### config.mk
export PLATFORM = sky130hd
export DESIGN_NAME = quorum_transaction_tracker_core
export DESIGN_NICKNAME = d
export VERILOG_FILES = /design/src/rtl/qtt_pkg.sv /design/src/rtl/qtt_cell.sv /design/src/rtl/qtt_head.sv /design/src/rtl/quorum_transaction_tracker_core.sv
export SDC_FILE = /design/constraint.sdc
export NUM_CORES = 1
export LEC_CHECK = 0
export CAP_MARGIN = 5
export CORE_UTILIZATION = 40
export DETAILED_ROUTE_END_ITERATION = 7
export DONT_BUFFER_PORTS = 1
export PLACE_DENSITY = 0.59
export SLEW_MARGIN = 0
export SYNTH_ARGS = -nofsm -noshare
export SYNTH_HDL_FRONTEND = slang
export SYNTH_HIERARCHICAL = 1
export SYNTH_SLANG_ARGS = --single-unit
### constraint.sdc
create_clock -name clk -period 6.3 [get_ports clk]
set_input_delay 0 -clock clk [delete_from_list [all_inputs] [get_ports clk]]
set_output_delay 0 -clock clk [all_outputs]
set_load 0.005 [all_outputs]
### src/rtl/qtt_pkg.sv
// Shared types, codes and constants of the quorum transaction tracker.
// No dependencies; every other file of the block uses this package.
`timescale 1ns / 1ps
`default_nettype none

package qtt_pkg;

  // Table size default and cap on expiries reported per tick
  localparam int TABLE_ENTRIES_DEF = 16;
  localparam int MAX_RESULTS       = 16;
  localparam int CNT_W             = $clog2(MAX_RESULTS + 1);

  // Configuration register indexes
  localparam int CFG_INDEX_W = 1;
  localparam int CFG_DATA_W  = 8;
  localparam logic [CFG_INDEX_W-1:0] REG_QUORUM  = 1'd0;
  localparam logic [CFG_INDEX_W-1:0] REG_TIMEOUT = 1'd1;

  localparam logic [1:0] QUORUM_RESET  = 2'd2;
  localparam logic [7:0] TIMEOUT_RESET = 8'd10;

  // Operation codes; the spare code is taken and dropped without a result
  localparam logic [1:0] OP_ISSUE   = 2'd0;
  localparam logic [1:0] OP_REPLY   = 2'd1;
  localparam logic [1:0] OP_TICK    = 2'd2;
  localparam logic [1:0] OP_IGNORED = 2'd3;

  // Request kinds that matter to the verdict
  localparam logic [1:0] KIND_CREATE = 2'd0;
  localparam logic [1:0] KIND_READ   = 2'd1;

  // Result status codes
  localparam logic [3:0] ST_ISSUED    = 4'd0;
  localparam logic [3:0] ST_FULL      = 4'd1;
  localparam logic [3:0] ST_COUNTED   = 4'd2;
  localparam logic [3:0] ST_UNKNOWN   = 4'd3;
  localparam logic [3:0] ST_SUCCESS   = 4'd4;
  localparam logic [3:0] ST_FAILURE   = 4'd5;
  localparam logic [3:0] ST_NOVERDICT = 4'd6;
  localparam logic [3:0] ST_TIMEOUT   = 4'd7;
  localparam logic [3:0] ST_IDLE      = 4'd8;

  typedef struct packed {
    logic [1:0]  operation;
    logic [15:0] trans_id;
    logic [1:0]  request_kind;
    logic        reply_is_read;
    logic        reply_success;
    logic        reply_has_value;
    logic [15:0] now_time;
  } req_t;

  typedef struct packed {
    logic [3:0]  status;
    logic [15:0] done_id;
    logic [1:0]  done_kind;
    logic        last_result;
  } rsp_t;

  // Payload of one table slot
  typedef struct packed {
    logic [15:0] id;
    logic [1:0]  kind;
    logic [15:0] stamp;
    logic [1:0]  replies;
  } entry_data_t;

  typedef struct packed {
    logic        valid;
    entry_data_t data;
  } entry_t;

  // What the head unit saw in the slot passing it this cycle
  typedef struct packed {
    logic        match;
    logic        free;
    logic        expire;
    logic [3:0]  status;
    logic [15:0] id;
    logic [1:0]  kind;
  } hit_t;

endpackage

`default_nettype wire

### src/rtl/qtt_cell.sv
// One slot of the rotating table: valid bit plus payload.
// Depends on qtt_pkg for the entry types.
`timescale 1ns / 1ps
`default_nettype none

module qtt_cell (
  input  wire                  clk,
  input  wire                  rst,
  input  wire                  shift,
  input  wire                  load,
  input  qtt_pkg::entry_data_t load_data,
  input  qtt_pkg::entry_t      entry_in,
  output qtt_pkg::entry_t      entry
);

  logic                 valid;
  qtt_pkg::entry_data_t data;

  // Valid bit: cleared by reset, so the table starts empty
  always_ff @(posedge clk) begin
    if (rst) begin
      valid <= 1'b0;
    end else if (load) begin
      valid <= 1'b1;
    end else if (shift) begin
      valid <= entry_in.valid;
    end
  end

  // Payload takes the neighbour's slot on a shift, or a new transaction on a load
  always_ff @(posedge clk) begin
    if (load) begin
      data <= load_data;
    end else if (shift) begin
      data <= entry_in.data;
    end
  end

  assign entry.valid = valid;
  assign entry.data  = data;

endmodule

`default_nettype wire

### src/rtl/qtt_head.sv
// Head unit of the ring: examines the slot at cell 0 and gives its updated value.
// Depends on qtt_pkg for the item, entry and hit types.
`timescale 1ns / 1ps
`default_nettype none

module qtt_head (
  input  qtt_pkg::req_t   item,
  input  qtt_pkg::entry_t entry,
  input  wire [1:0]       quorum,
  input  wire [7:0]       timeout,
  input  wire             room,
  output qtt_pkg::entry_t entry_next,
  output qtt_pkg::hit_t   hit
);

  logic        match;
  logic        expired;
  logic [16:0] deadline;
  logic [2:0]  cnt;
  logic [3:0]  verdict;

  assign match    = entry.valid && (entry.data.id == item.trans_id);
  assign deadline = {1'b0, entry.data.stamp} + {9'd0, timeout};
  assign expired  = entry.valid && (deadline < {1'b0, item.now_time}) && room;
  assign cnt      = {1'b0, entry.data.replies} + 3'd1;

  // Verdict once the quorum is reached
  always_comb begin
    if (item.reply_is_read) begin
      verdict = item.reply_has_value ? qtt_pkg::ST_SUCCESS : qtt_pkg::ST_FAILURE;
    end else if (entry.data.kind == qtt_pkg::KIND_CREATE) begin
      verdict = qtt_pkg::ST_SUCCESS;
    end else if (entry.data.kind == qtt_pkg::KIND_READ) begin
      verdict = qtt_pkg::ST_NOVERDICT;
    end else begin
      verdict = item.reply_success ? qtt_pkg::ST_SUCCESS : qtt_pkg::ST_FAILURE;
    end
  end

  // Slot update and report per operation
  always_comb begin
    entry_next = entry;
    hit.match  = 1'b0;
    hit.free   = 1'b0;
    hit.expire = 1'b0;
    hit.status = qtt_pkg::ST_COUNTED;
    hit.id     = entry.data.id;
    hit.kind   = entry.data.kind;
    case (item.operation)
      qtt_pkg::OP_ISSUE: begin
        hit.match = match;
        hit.free  = !entry.valid;
      end
      qtt_pkg::OP_REPLY: begin
        hit.match = match;
        if (match) begin
          if (cnt < {1'b0, quorum}) begin
            entry_next.data.replies = cnt[1:0];
          end else begin
            entry_next.valid = 1'b0;
            hit.status       = verdict;
          end
        end
      end
      qtt_pkg::OP_TICK: begin
        if (expired) begin
          entry_next.valid = 1'b0;
          hit.expire       = 1'b1;
          hit.status       = qtt_pkg::ST_TIMEOUT;
        end
      end
      default: begin
      end
    endcase
  end

endmodule

`default_nettype wire

### src/rtl/quorum_transaction_tracker_core.sv
// Quorum transaction tracker: a ring of TABLE_ENTRIES slot cells rotating past one head unit.
// Each item takes one full rotation of the ring and then a closing step; the next transfer is
// taken only once the sequencer is back in idle, after the last result of the previous item
// is registered; the ring pauses while the output register holds an untaken result.
// One item is in work at a time. Reset (synchronous) holds ready low, empties the table at
// once and loads quorum 2, timeout 10; no sweep.
`timescale 1ns / 1ps
`default_nettype none

module quorum_transaction_tracker_core #(
  parameter int TABLE_ENTRIES = qtt_pkg::TABLE_ENTRIES_DEF
) (
  input  wire                               clk,
  input  wire                               rst,
  input  wire                               req_valid,
  output logic                              req_ready,
  input  qtt_pkg::req_t                     req,
  output logic                              rsp_valid,
  input  wire                               rsp_ready,
  output qtt_pkg::rsp_t                     rsp,
  input  wire                               cfg_we,
  input  wire [qtt_pkg::CFG_INDEX_W-1:0]    cfg_index,
  input  wire [qtt_pkg::CFG_DATA_W-1:0]     cfg_data
);

  localparam int IDX_W = $clog2(TABLE_ENTRIES);
  localparam logic [IDX_W-1:0] LAST_STEP = IDX_W'(TABLE_ENTRIES - 1);

  localparam logic [1:0] S_IDLE  = 2'd0;
  localparam logic [1:0] S_SCAN  = 2'd1;
  localparam logic [1:0] S_FINAL = 2'd2;

  logic [1:0]               state;
  logic [IDX_W-1:0]         step;
  logic [IDX_W-1:0]         free_idx;
  logic                     free_found;
  logic                     found;
  logic                     held_valid;
  qtt_pkg::rsp_t            held;
  logic [qtt_pkg::CNT_W-1:0] n_exp;
  qtt_pkg::req_t            item;
  logic [1:0]               quorum;
  logic [7:0]               timeout;

  logic                     out_free;
  logic                     advance;
  logic                     finish;
  logic                     scan_push;
  logic                     room;
  qtt_pkg::rsp_t            fin;
  qtt_pkg::entry_t          ring [TABLE_ENTRIES];
  qtt_pkg::entry_t          head_next;
  qtt_pkg::hit_t            hit;
  qtt_pkg::entry_data_t     load_data;

  assign req_ready = (state == S_IDLE) && !rst;
  assign out_free  = !rsp_valid || rsp_ready;
  assign advance   = (state == S_SCAN) && out_free;
  assign finish    = (state == S_FINAL) && out_free;
  assign room      = n_exp < qtt_pkg::CNT_W'(qtt_pkg::MAX_RESULTS);
  assign scan_push = advance && hit.expire && held_valid;

  // Configuration registers
  always_ff @(posedge clk) begin
    if (rst) begin
      quorum  <= qtt_pkg::QUORUM_RESET;
      timeout <= qtt_pkg::TIMEOUT_RESET;
    end else if (cfg_we) begin
      if (cfg_index == qtt_pkg::REG_QUORUM) begin
        quorum <= cfg_data[1:0];
      end
      if (cfg_index == qtt_pkg::REG_TIMEOUT) begin
        timeout <= cfg_data;
      end
    end
  end

  // Head unit at cell 0
  qtt_head u_head (
    .item       (item),
    .entry      (ring[0]),
    .quorum     (quorum),
    .timeout    (timeout),
    .room       (room),
    .entry_next (head_next),
    .hit        (hit)
  );

  assign load_data.id      = item.trans_id;
  assign load_data.kind    = item.request_kind;
  assign load_data.stamp   = item.now_time;
  assign load_data.replies = 2'd0;

  // Ring of slot cells, each shifting towards cell 0; the head feeds the far end
  for (genvar i = 0; i < TABLE_ENTRIES; i++) begin : g_cell
    qtt_pkg::entry_t nbr;
    logic            load;
    if (i == TABLE_ENTRIES - 1) begin : g_end
      assign nbr = head_next;
    end else begin : g_mid
      assign nbr = ring[i+1];
    end
    assign load = finish && (item.operation == qtt_pkg::OP_ISSUE) && !found &&
                  free_found && (free_idx == IDX_W'(i));
    qtt_cell u_cell (
      .clk       (clk),
      .rst       (rst),
      .shift     (advance),
      .load      (load),
      .load_data (load_data),
      .entry_in  (nbr),
      .entry     (ring[i])
    );
  end

  // Sequencer: one rotation per item, then a closing step
  always_ff @(posedge clk) begin
    if (rst) begin
      state <= S_IDLE;
      step  <= '0;
    end else begin
      case (state)
        S_IDLE: begin
          step <= '0;
          if (req_valid && (req.operation != qtt_pkg::OP_IGNORED)) begin
            state <= S_SCAN;
          end
        end
        S_SCAN: begin
          if (advance) begin
            step <= step + IDX_W'(1);
            if (step == LAST_STEP) begin
              state <= S_FINAL;
            end
          end
        end
        S_FINAL: begin
          if (out_free) begin
            state <= S_IDLE;
          end
        end
        default: begin
          state <= S_IDLE;
        end
      endcase
    end
  end

  // Item capture
  always_ff @(posedge clk) begin
    if (req_valid && req_ready) begin
      item <= req;
    end
  end

  // Bookkeeping gathered while the slots pass the head
  always_ff @(posedge clk) begin
    if (rst) begin
      found      <= 1'b0;
      free_found <= 1'b0;
      held_valid <= 1'b0;
      n_exp      <= '0;
    end else if (req_valid && req_ready) begin
      found      <= 1'b0;
      free_found <= 1'b0;
      held_valid <= 1'b0;
      n_exp      <= '0;
    end else if (advance) begin
      if (hit.match) begin
        found <= 1'b1;
      end
      if (hit.free && !free_found) begin
        free_found <= 1'b1;
      end
      if (hit.expire) begin
        held_valid <= 1'b1;
        n_exp      <= n_exp + qtt_pkg::CNT_W'(1);
      end
    end
  end

  always_ff @(posedge clk) begin
    if (advance) begin
      if (hit.free && !free_found) begin
        free_idx <= step;
      end
      if ((item.operation == qtt_pkg::OP_REPLY) && hit.match) begin
        held <= '{status: hit.status, done_id: item.trans_id, done_kind: hit.kind,
                  last_result: 1'b0};
      end else if (hit.expire) begin
        held <= '{status: qtt_pkg::ST_TIMEOUT, done_id: hit.id, done_kind: hit.kind,
                  last_result: 1'b0};
      end
    end
  end

  // Closing result of the item
  always_comb begin
    fin = '{status: qtt_pkg::ST_IDLE, done_id: 16'd0, done_kind: 2'd0, last_result: 1'b1};
    case (item.operation)
      qtt_pkg::OP_ISSUE: begin
        fin.status    = (found || free_found) ? qtt_pkg::ST_ISSUED : qtt_pkg::ST_FULL;
        fin.done_id   = item.trans_id;
        fin.done_kind = item.request_kind;
      end
      qtt_pkg::OP_REPLY: begin
        if (found) begin
          fin = held;
        end else begin
          fin.status  = qtt_pkg::ST_UNKNOWN;
          fin.done_id = item.trans_id;
        end
        fin.last_result = 1'b1;
      end
      qtt_pkg::OP_TICK: begin
        if (held_valid) begin
          fin             = held;
          fin.last_result = 1'b1;
        end
      end
      default: begin
      end
    endcase
  end

  // Output register: closing result or an earlier expiry pushed out by a newer one
  always_ff @(posedge clk) begin
    if (rst) begin
      rsp_valid <= 1'b0;
    end else if (finish || scan_push) begin
      rsp_valid <= 1'b1;
    end else if (rsp_ready) begin
      rsp_valid <= 1'b0;
    end
  end

  always_ff @(posedge clk) begin
    if (finish) begin
      rsp <= fin;
    end else if (scan_push) begin
      rsp <= held;
    end
  end

  // Checks on the sequencer and result ordering
  a_exp_cap: assert property (@(posedge clk) disable iff (rst)
    n_exp <= qtt_pkg::CNT_W'(qtt_pkg::MAX_RESULTS))
    else $error("expiry count above limit");

  a_scan_push_tick: assert property (@(posedge clk) disable iff (rst)
    scan_push |-> (item.operation == qtt_pkg::OP_TICK) && (state == S_SCAN))
    else $error("mid-scan result outside a tick");

  a_last_step: assert property (@(posedge clk) disable iff (rst)
    (advance && (step == LAST_STEP)) |=> (state == S_FINAL))
    else $error("rotation did not close");

  a_mid_not_last: assert property (@(posedge clk) disable iff (rst)
    scan_push |=> rsp_valid && !rsp.last_result)
    else $error("mid-scan result marked last");

  a_final_idle: assert property (@(posedge clk) disable iff (rst)
    finish |=> (state == S_IDLE) && rsp_valid && rsp.last_result)
    else $error("closing step misbehaved");

endmodule

`default_nettype wire

==> impl_metrics.tcl <==
set metrics [dict create \
    firstDrtPassIters 5 \
    pwr-share-seq_pct 52.3 \
    grt_setup_unrepaired "false" \
    worstHoldPathType "in -> reg" \
    synth_seq_cells 705 \
    synthFlopType "sky130_fd_sc_hd__edfxtp_1" \
    grt_max_degree 40 \
    timing.final.max_slew_violations 0 \
    insertedDiodeCount 0 \
    finish.net_count 2058 \
    netlist_top_cells_count "sky130_fd_sc_hd__edfxtp_1 (664), sky130_fd_sc_hd__mux2_2 (306), sky130_fd_sc_hd__mux2_4 (288), sky130_fd_sc_hd__buf_4 (70), sky130_fd_sc_hd__buf_6 (50)" \
    power.share.combinational_pct 6.5 \
    cts_sinks 705 \
    synthCells 1846 \
    start_kind "flop" \
    worst_setup_path_end_kind "flop" \
    result_of_the_run "finished clean" \
    fin_tns_setup_ns 0 \
    number_of_clock_buffers_inserted_by_tritoncts 77 \
    synth_top_area_cell "sky130_fd_sc_hd__edfxtp_1" \
    layout-drive-gt1-share_pct 39.4 \
    power_uw 10600 \
    power.static_leakage_uw 0.0127 \
    synth_warnings 6 \
    routed_wire_length_per_instance_microns 24.1 \
    ys_top_cells_by_area "sky130_fd_sc_hd__edfxtp_1 (62%), sky130_fd_sc_hd__mux2_4 (13%), sky130_fd_sc_hd__mux2_2 (11%)" \
    io_pins 78 \
    critical_path_peak_fanout 24 \
    power.share.clock_pct 41.2 \
    synth_area_sq_um 32400 \
    cts_tree "done" \
    worst_slew_pin_slew_ns 1.28 \
    post-synth-top-count-cell "sky130_fd_sc_hd__edfxtp_1" \
    share_of_synthesized_flip_flops_with_an_asynchronous_set_or_reset_pct 0 \
    die_area_sq_um 82200 \
    grt_pass1_wl_mm 112 \
    p_sw_share_pct 22.2 \
    reg2reg_setup_slack_ns 1.32 \
    fmax_mhz 201 \
    worst-endpoint-arrival_ns 5.22 \
    chipHeight_microns 287 \
    avgSynthCellArea_sq_um 17.6 \
    number_of_antenna_violations_at_the_first_check_in_global_routing 0 \
    worst_hold_slack_ns 0.0310 \
    clock_latency_ns 0.64 \
    r2r_start "g_cell[0].u_cell/entry[2]$_DFFE_PP_" \
    r2r_cells 16 \
    seq_area_frac_synth_pct 64.1 \
    cts_max_path_buffers 3 \
    power.ir.vdd_worst_uv 170 \
    maxSlewHeadroom_pct 14.8 \
    hold_depth 1 \
    drc_errors 0 \
    final.setup_skew_ns 0.0265 \
    cell_internal_pwr_uw 8220 \
    globalRoute.totalOverflow 0 \
    clock_tree.root_cell "sky130_fd_sc_hd__clkbuf_16" \
    multi_input_area_sq_um 10500 \
    gp_routability_congestion 0.777 \
    port_buffers 0 \
    final_hold_vio_count 0 \
    fin_crit_ns 4.98 \
    critical_path_class "reg -> reg" \
    floorplan.initialDensity_pct 40.4 \
    drt_first_iter_violations 1206 \
    cts-htree-levels 3 \
    core-area_sq_um 80300 \
    ant_nets_after_route 0 \
    total_switching_power_uw 2340 \
    powerDensity_nw_per_um2 288 \
    maxCapViolations 0 \
    die_width_microns 287 \
    areaGrowthSynthToFinish_pct 13.1 \
    min_to "item[11]$_DFFE_PP_" \
    fin_crit_sh_pct 79.1 \
    via_count 16200 \
    grt_pass1_vias 16800 \
    route.final.wire_length_mm 74.7 \
    path_clk_slew_ns 0.06 \
    min-delay-start "req[11]" \
    end_of_the_worst_register_to_register_path "rsp[7]$_DFFE_PP_" \
    timing.final.setup_violations 0 \
    register_area_sq_um 20800 \
    synth_edf_count 664 \
    fillerInstances 6860 \
    dp_hpwl_mm 41.4 \
    netlist.area_leader.share_pct 61.5 \
    fp-row-count 104 \
    vias_per_cell 5.24 \
    synth_cell_type_count 60 \
    critical_path_required_ns 6.54 \
    all_layer_global_routing_usage_pct 18.4 \
]
## routing by layer
layer,global-route usage [%],share of wire (%),up-vias
li1,-,-,7205
met1,26.6,47,8537
met2,28.3,46,402
met3,3.31,5.4,94
met4,5.15,2.0,0
met5,0,0,-
## worst max path at each step
stage | startpoint | endpoint | slack, ns | cells after the start
global placement | g_cell[0].u_cell/entry[2]$_DFFE_PP_ | rsp[4]$_DFFE_PP_ | 1.44 | 16
detailed placement | g_cell[0].u_cell/entry[2]$_DFFE_PP_ | rsp[5]$_DFFE_PP_ | 1.31 | 16
CTS | g_cell[0].u_cell/entry[2]$_DFFE_PP_ | rsp[14]$_DFFE_PP_ | 1.29 | 16
floorplan | g_cell[0].u_cell/entry[2]$_DFFE_PP_ | rsp[0]$_SDFFCE_PP0P_ | 1.13 | 16
global route | g_cell[0].u_cell/entry[2]$_DFFE_PP_ | rsp[4]$_DFFE_PP_ | 0.88 | 16
finish | g_cell[0].u_cell/entry[2]$_DFFE_PP_ | rsp[7]$_DFFE_PP_ | 1.32 | 16
## state kept, by name, indices dropped and copies added, names as in the netlist
| name | cells |
|---|---|
| quorum | 2 |
| n_exp | 5 |
| rsp | 23 |
| g_cell.u_cell/entry | 576 |
| held_valid | 1 |
| rsp_valid | 1 |
| held | 22 |
| found | 1 |
| free_found | 1 |
| state | 2 |
| timeout | 8 |
| item | 39 |
| step | 4 |
| g_cell.u_cell/valid | 16 |
| free_idx | 4 |
## repair_timing
action | in CTS | in global routing
hold buffers | 104 | 0
endpoints found under the hold margin | 81 | 0
buffers inserted | 0 | 0
resized for setup | 0 | 0
## power by group through the flow
stage	logic, uW	registers, uW	clock network (uW)
2_1_floorplan	436	5590	0
3_3_place_gp	614	5610	0
3_5_place_dp	622	5620	0
4_1_cts	685	5520	4470
5_1_grt	735	5540	4630
6_report	681	5520	4350
## kinds of logic (layout without fill, tap and decap cells)
family / Yosys count / in the layout / share of synthesized area [%]
fa+ha+maj: 31 / 31 / 1.24
simple gates: 167 / 167 / 2.78
xor+xnor: 35 / 35 / 0.946
other cells: 2 / 33 / 0.0232
buf+inv: 190 / 351 / 4.24
compound gates: 103 / 103 / 2.15
flops: 705 / 705 / 64.1
mux: 613 / 613 / 24.6
## worst max-delay path, stage by stage (launching register included)
cell                       delay, ns
sky130_fd_sc_hd__edfxtp_1       0.36
sky130_fd_sc_hd__ha_1           0.19
sky130_fd_sc_hd__inv_1          0.06
sky130_fd_sc_hd__fa_1           0.41
sky130_fd_sc_hd__nand2b_1       0.19
sky130_fd_sc_hd__a21oi_1        0.21
sky130_fd_sc_hd__o211a_1        0.28
sky130_fd_sc_hd__nand3_1        0.12
sky130_fd_sc_hd__xnor2_1        0.15
sky130_fd_sc_hd__ha_1           0.30
sky130_fd_sc_hd__a21o_1         0.16
sky130_fd_sc_hd__a211oi_1       0.22
sky130_fd_sc_hd__o21ai_0        0.11
sky130_fd_sc_hd__a21oi_1        0.17
sky130_fd_sc_hd__and4_1         0.47
sky130_fd_sc_hd__nand3_1        0.25
sky130_fd_sc_hd__o21ai_2        0.95
## cells in the final DEF (no fill, tap or decap), types with 20 or more instances in the layout
master	instances
sky130_fd_sc_hd__edfxtp_1	664
sky130_fd_sc_hd__mux2_2	306
sky130_fd_sc_hd__mux2_4	288
sky130_fd_sc_hd__dlygate4sd3_1	103
sky130_fd_sc_hd__clkbuf_16	78
sky130_fd_sc_hd__buf_4	56
sky130_fd_sc_hd__inv_1	47
sky130_fd_sc_hd__a21oi_1	43
sky130_fd_sc_hd__nand2_1	42
sky130_fd_sc_hd__dfxtp_1	41
sky130_fd_sc_hd__conb_1	33
sky130_fd_sc_hd__ha_1	29
sky130_fd_sc_hd__xnor2_1	24
sky130_fd_sc_hd__clkbuf_1	23
sky130_fd_sc_hd__nor2_1	20
sky130_fd_sc_hd__or2_2	20
## per-stage QoR
step           utilization (%)  cells  cell area [sq um]  setup slack [ns]
2_1_floorplan                -   1877              32500              1.13
3_3_place_gp              41.3   2851              33200              1.44
3_5_place_dp              41.3   2851              33200              1.31
4_1_cts                   45.7   3098              36700              1.29
5_1_grt                   45.7   3098              36700             0.877
6_report                  45.7   3098              36700              1.32
## final cells by class
type | instances | area share, %
Clock buffer | 102 | 5.60
Tap cell | 1060 | 3.62
Sequential cell | 705 | 56.6
Clock inverter | 41 | 0.969
Timing Repair Buffer | 160 | 4.01
Multi-Input combinational cell | 982 | 28.7
Inverter | 48 | 0.492
Note: power is estimated with default switching activity, not from simulation.
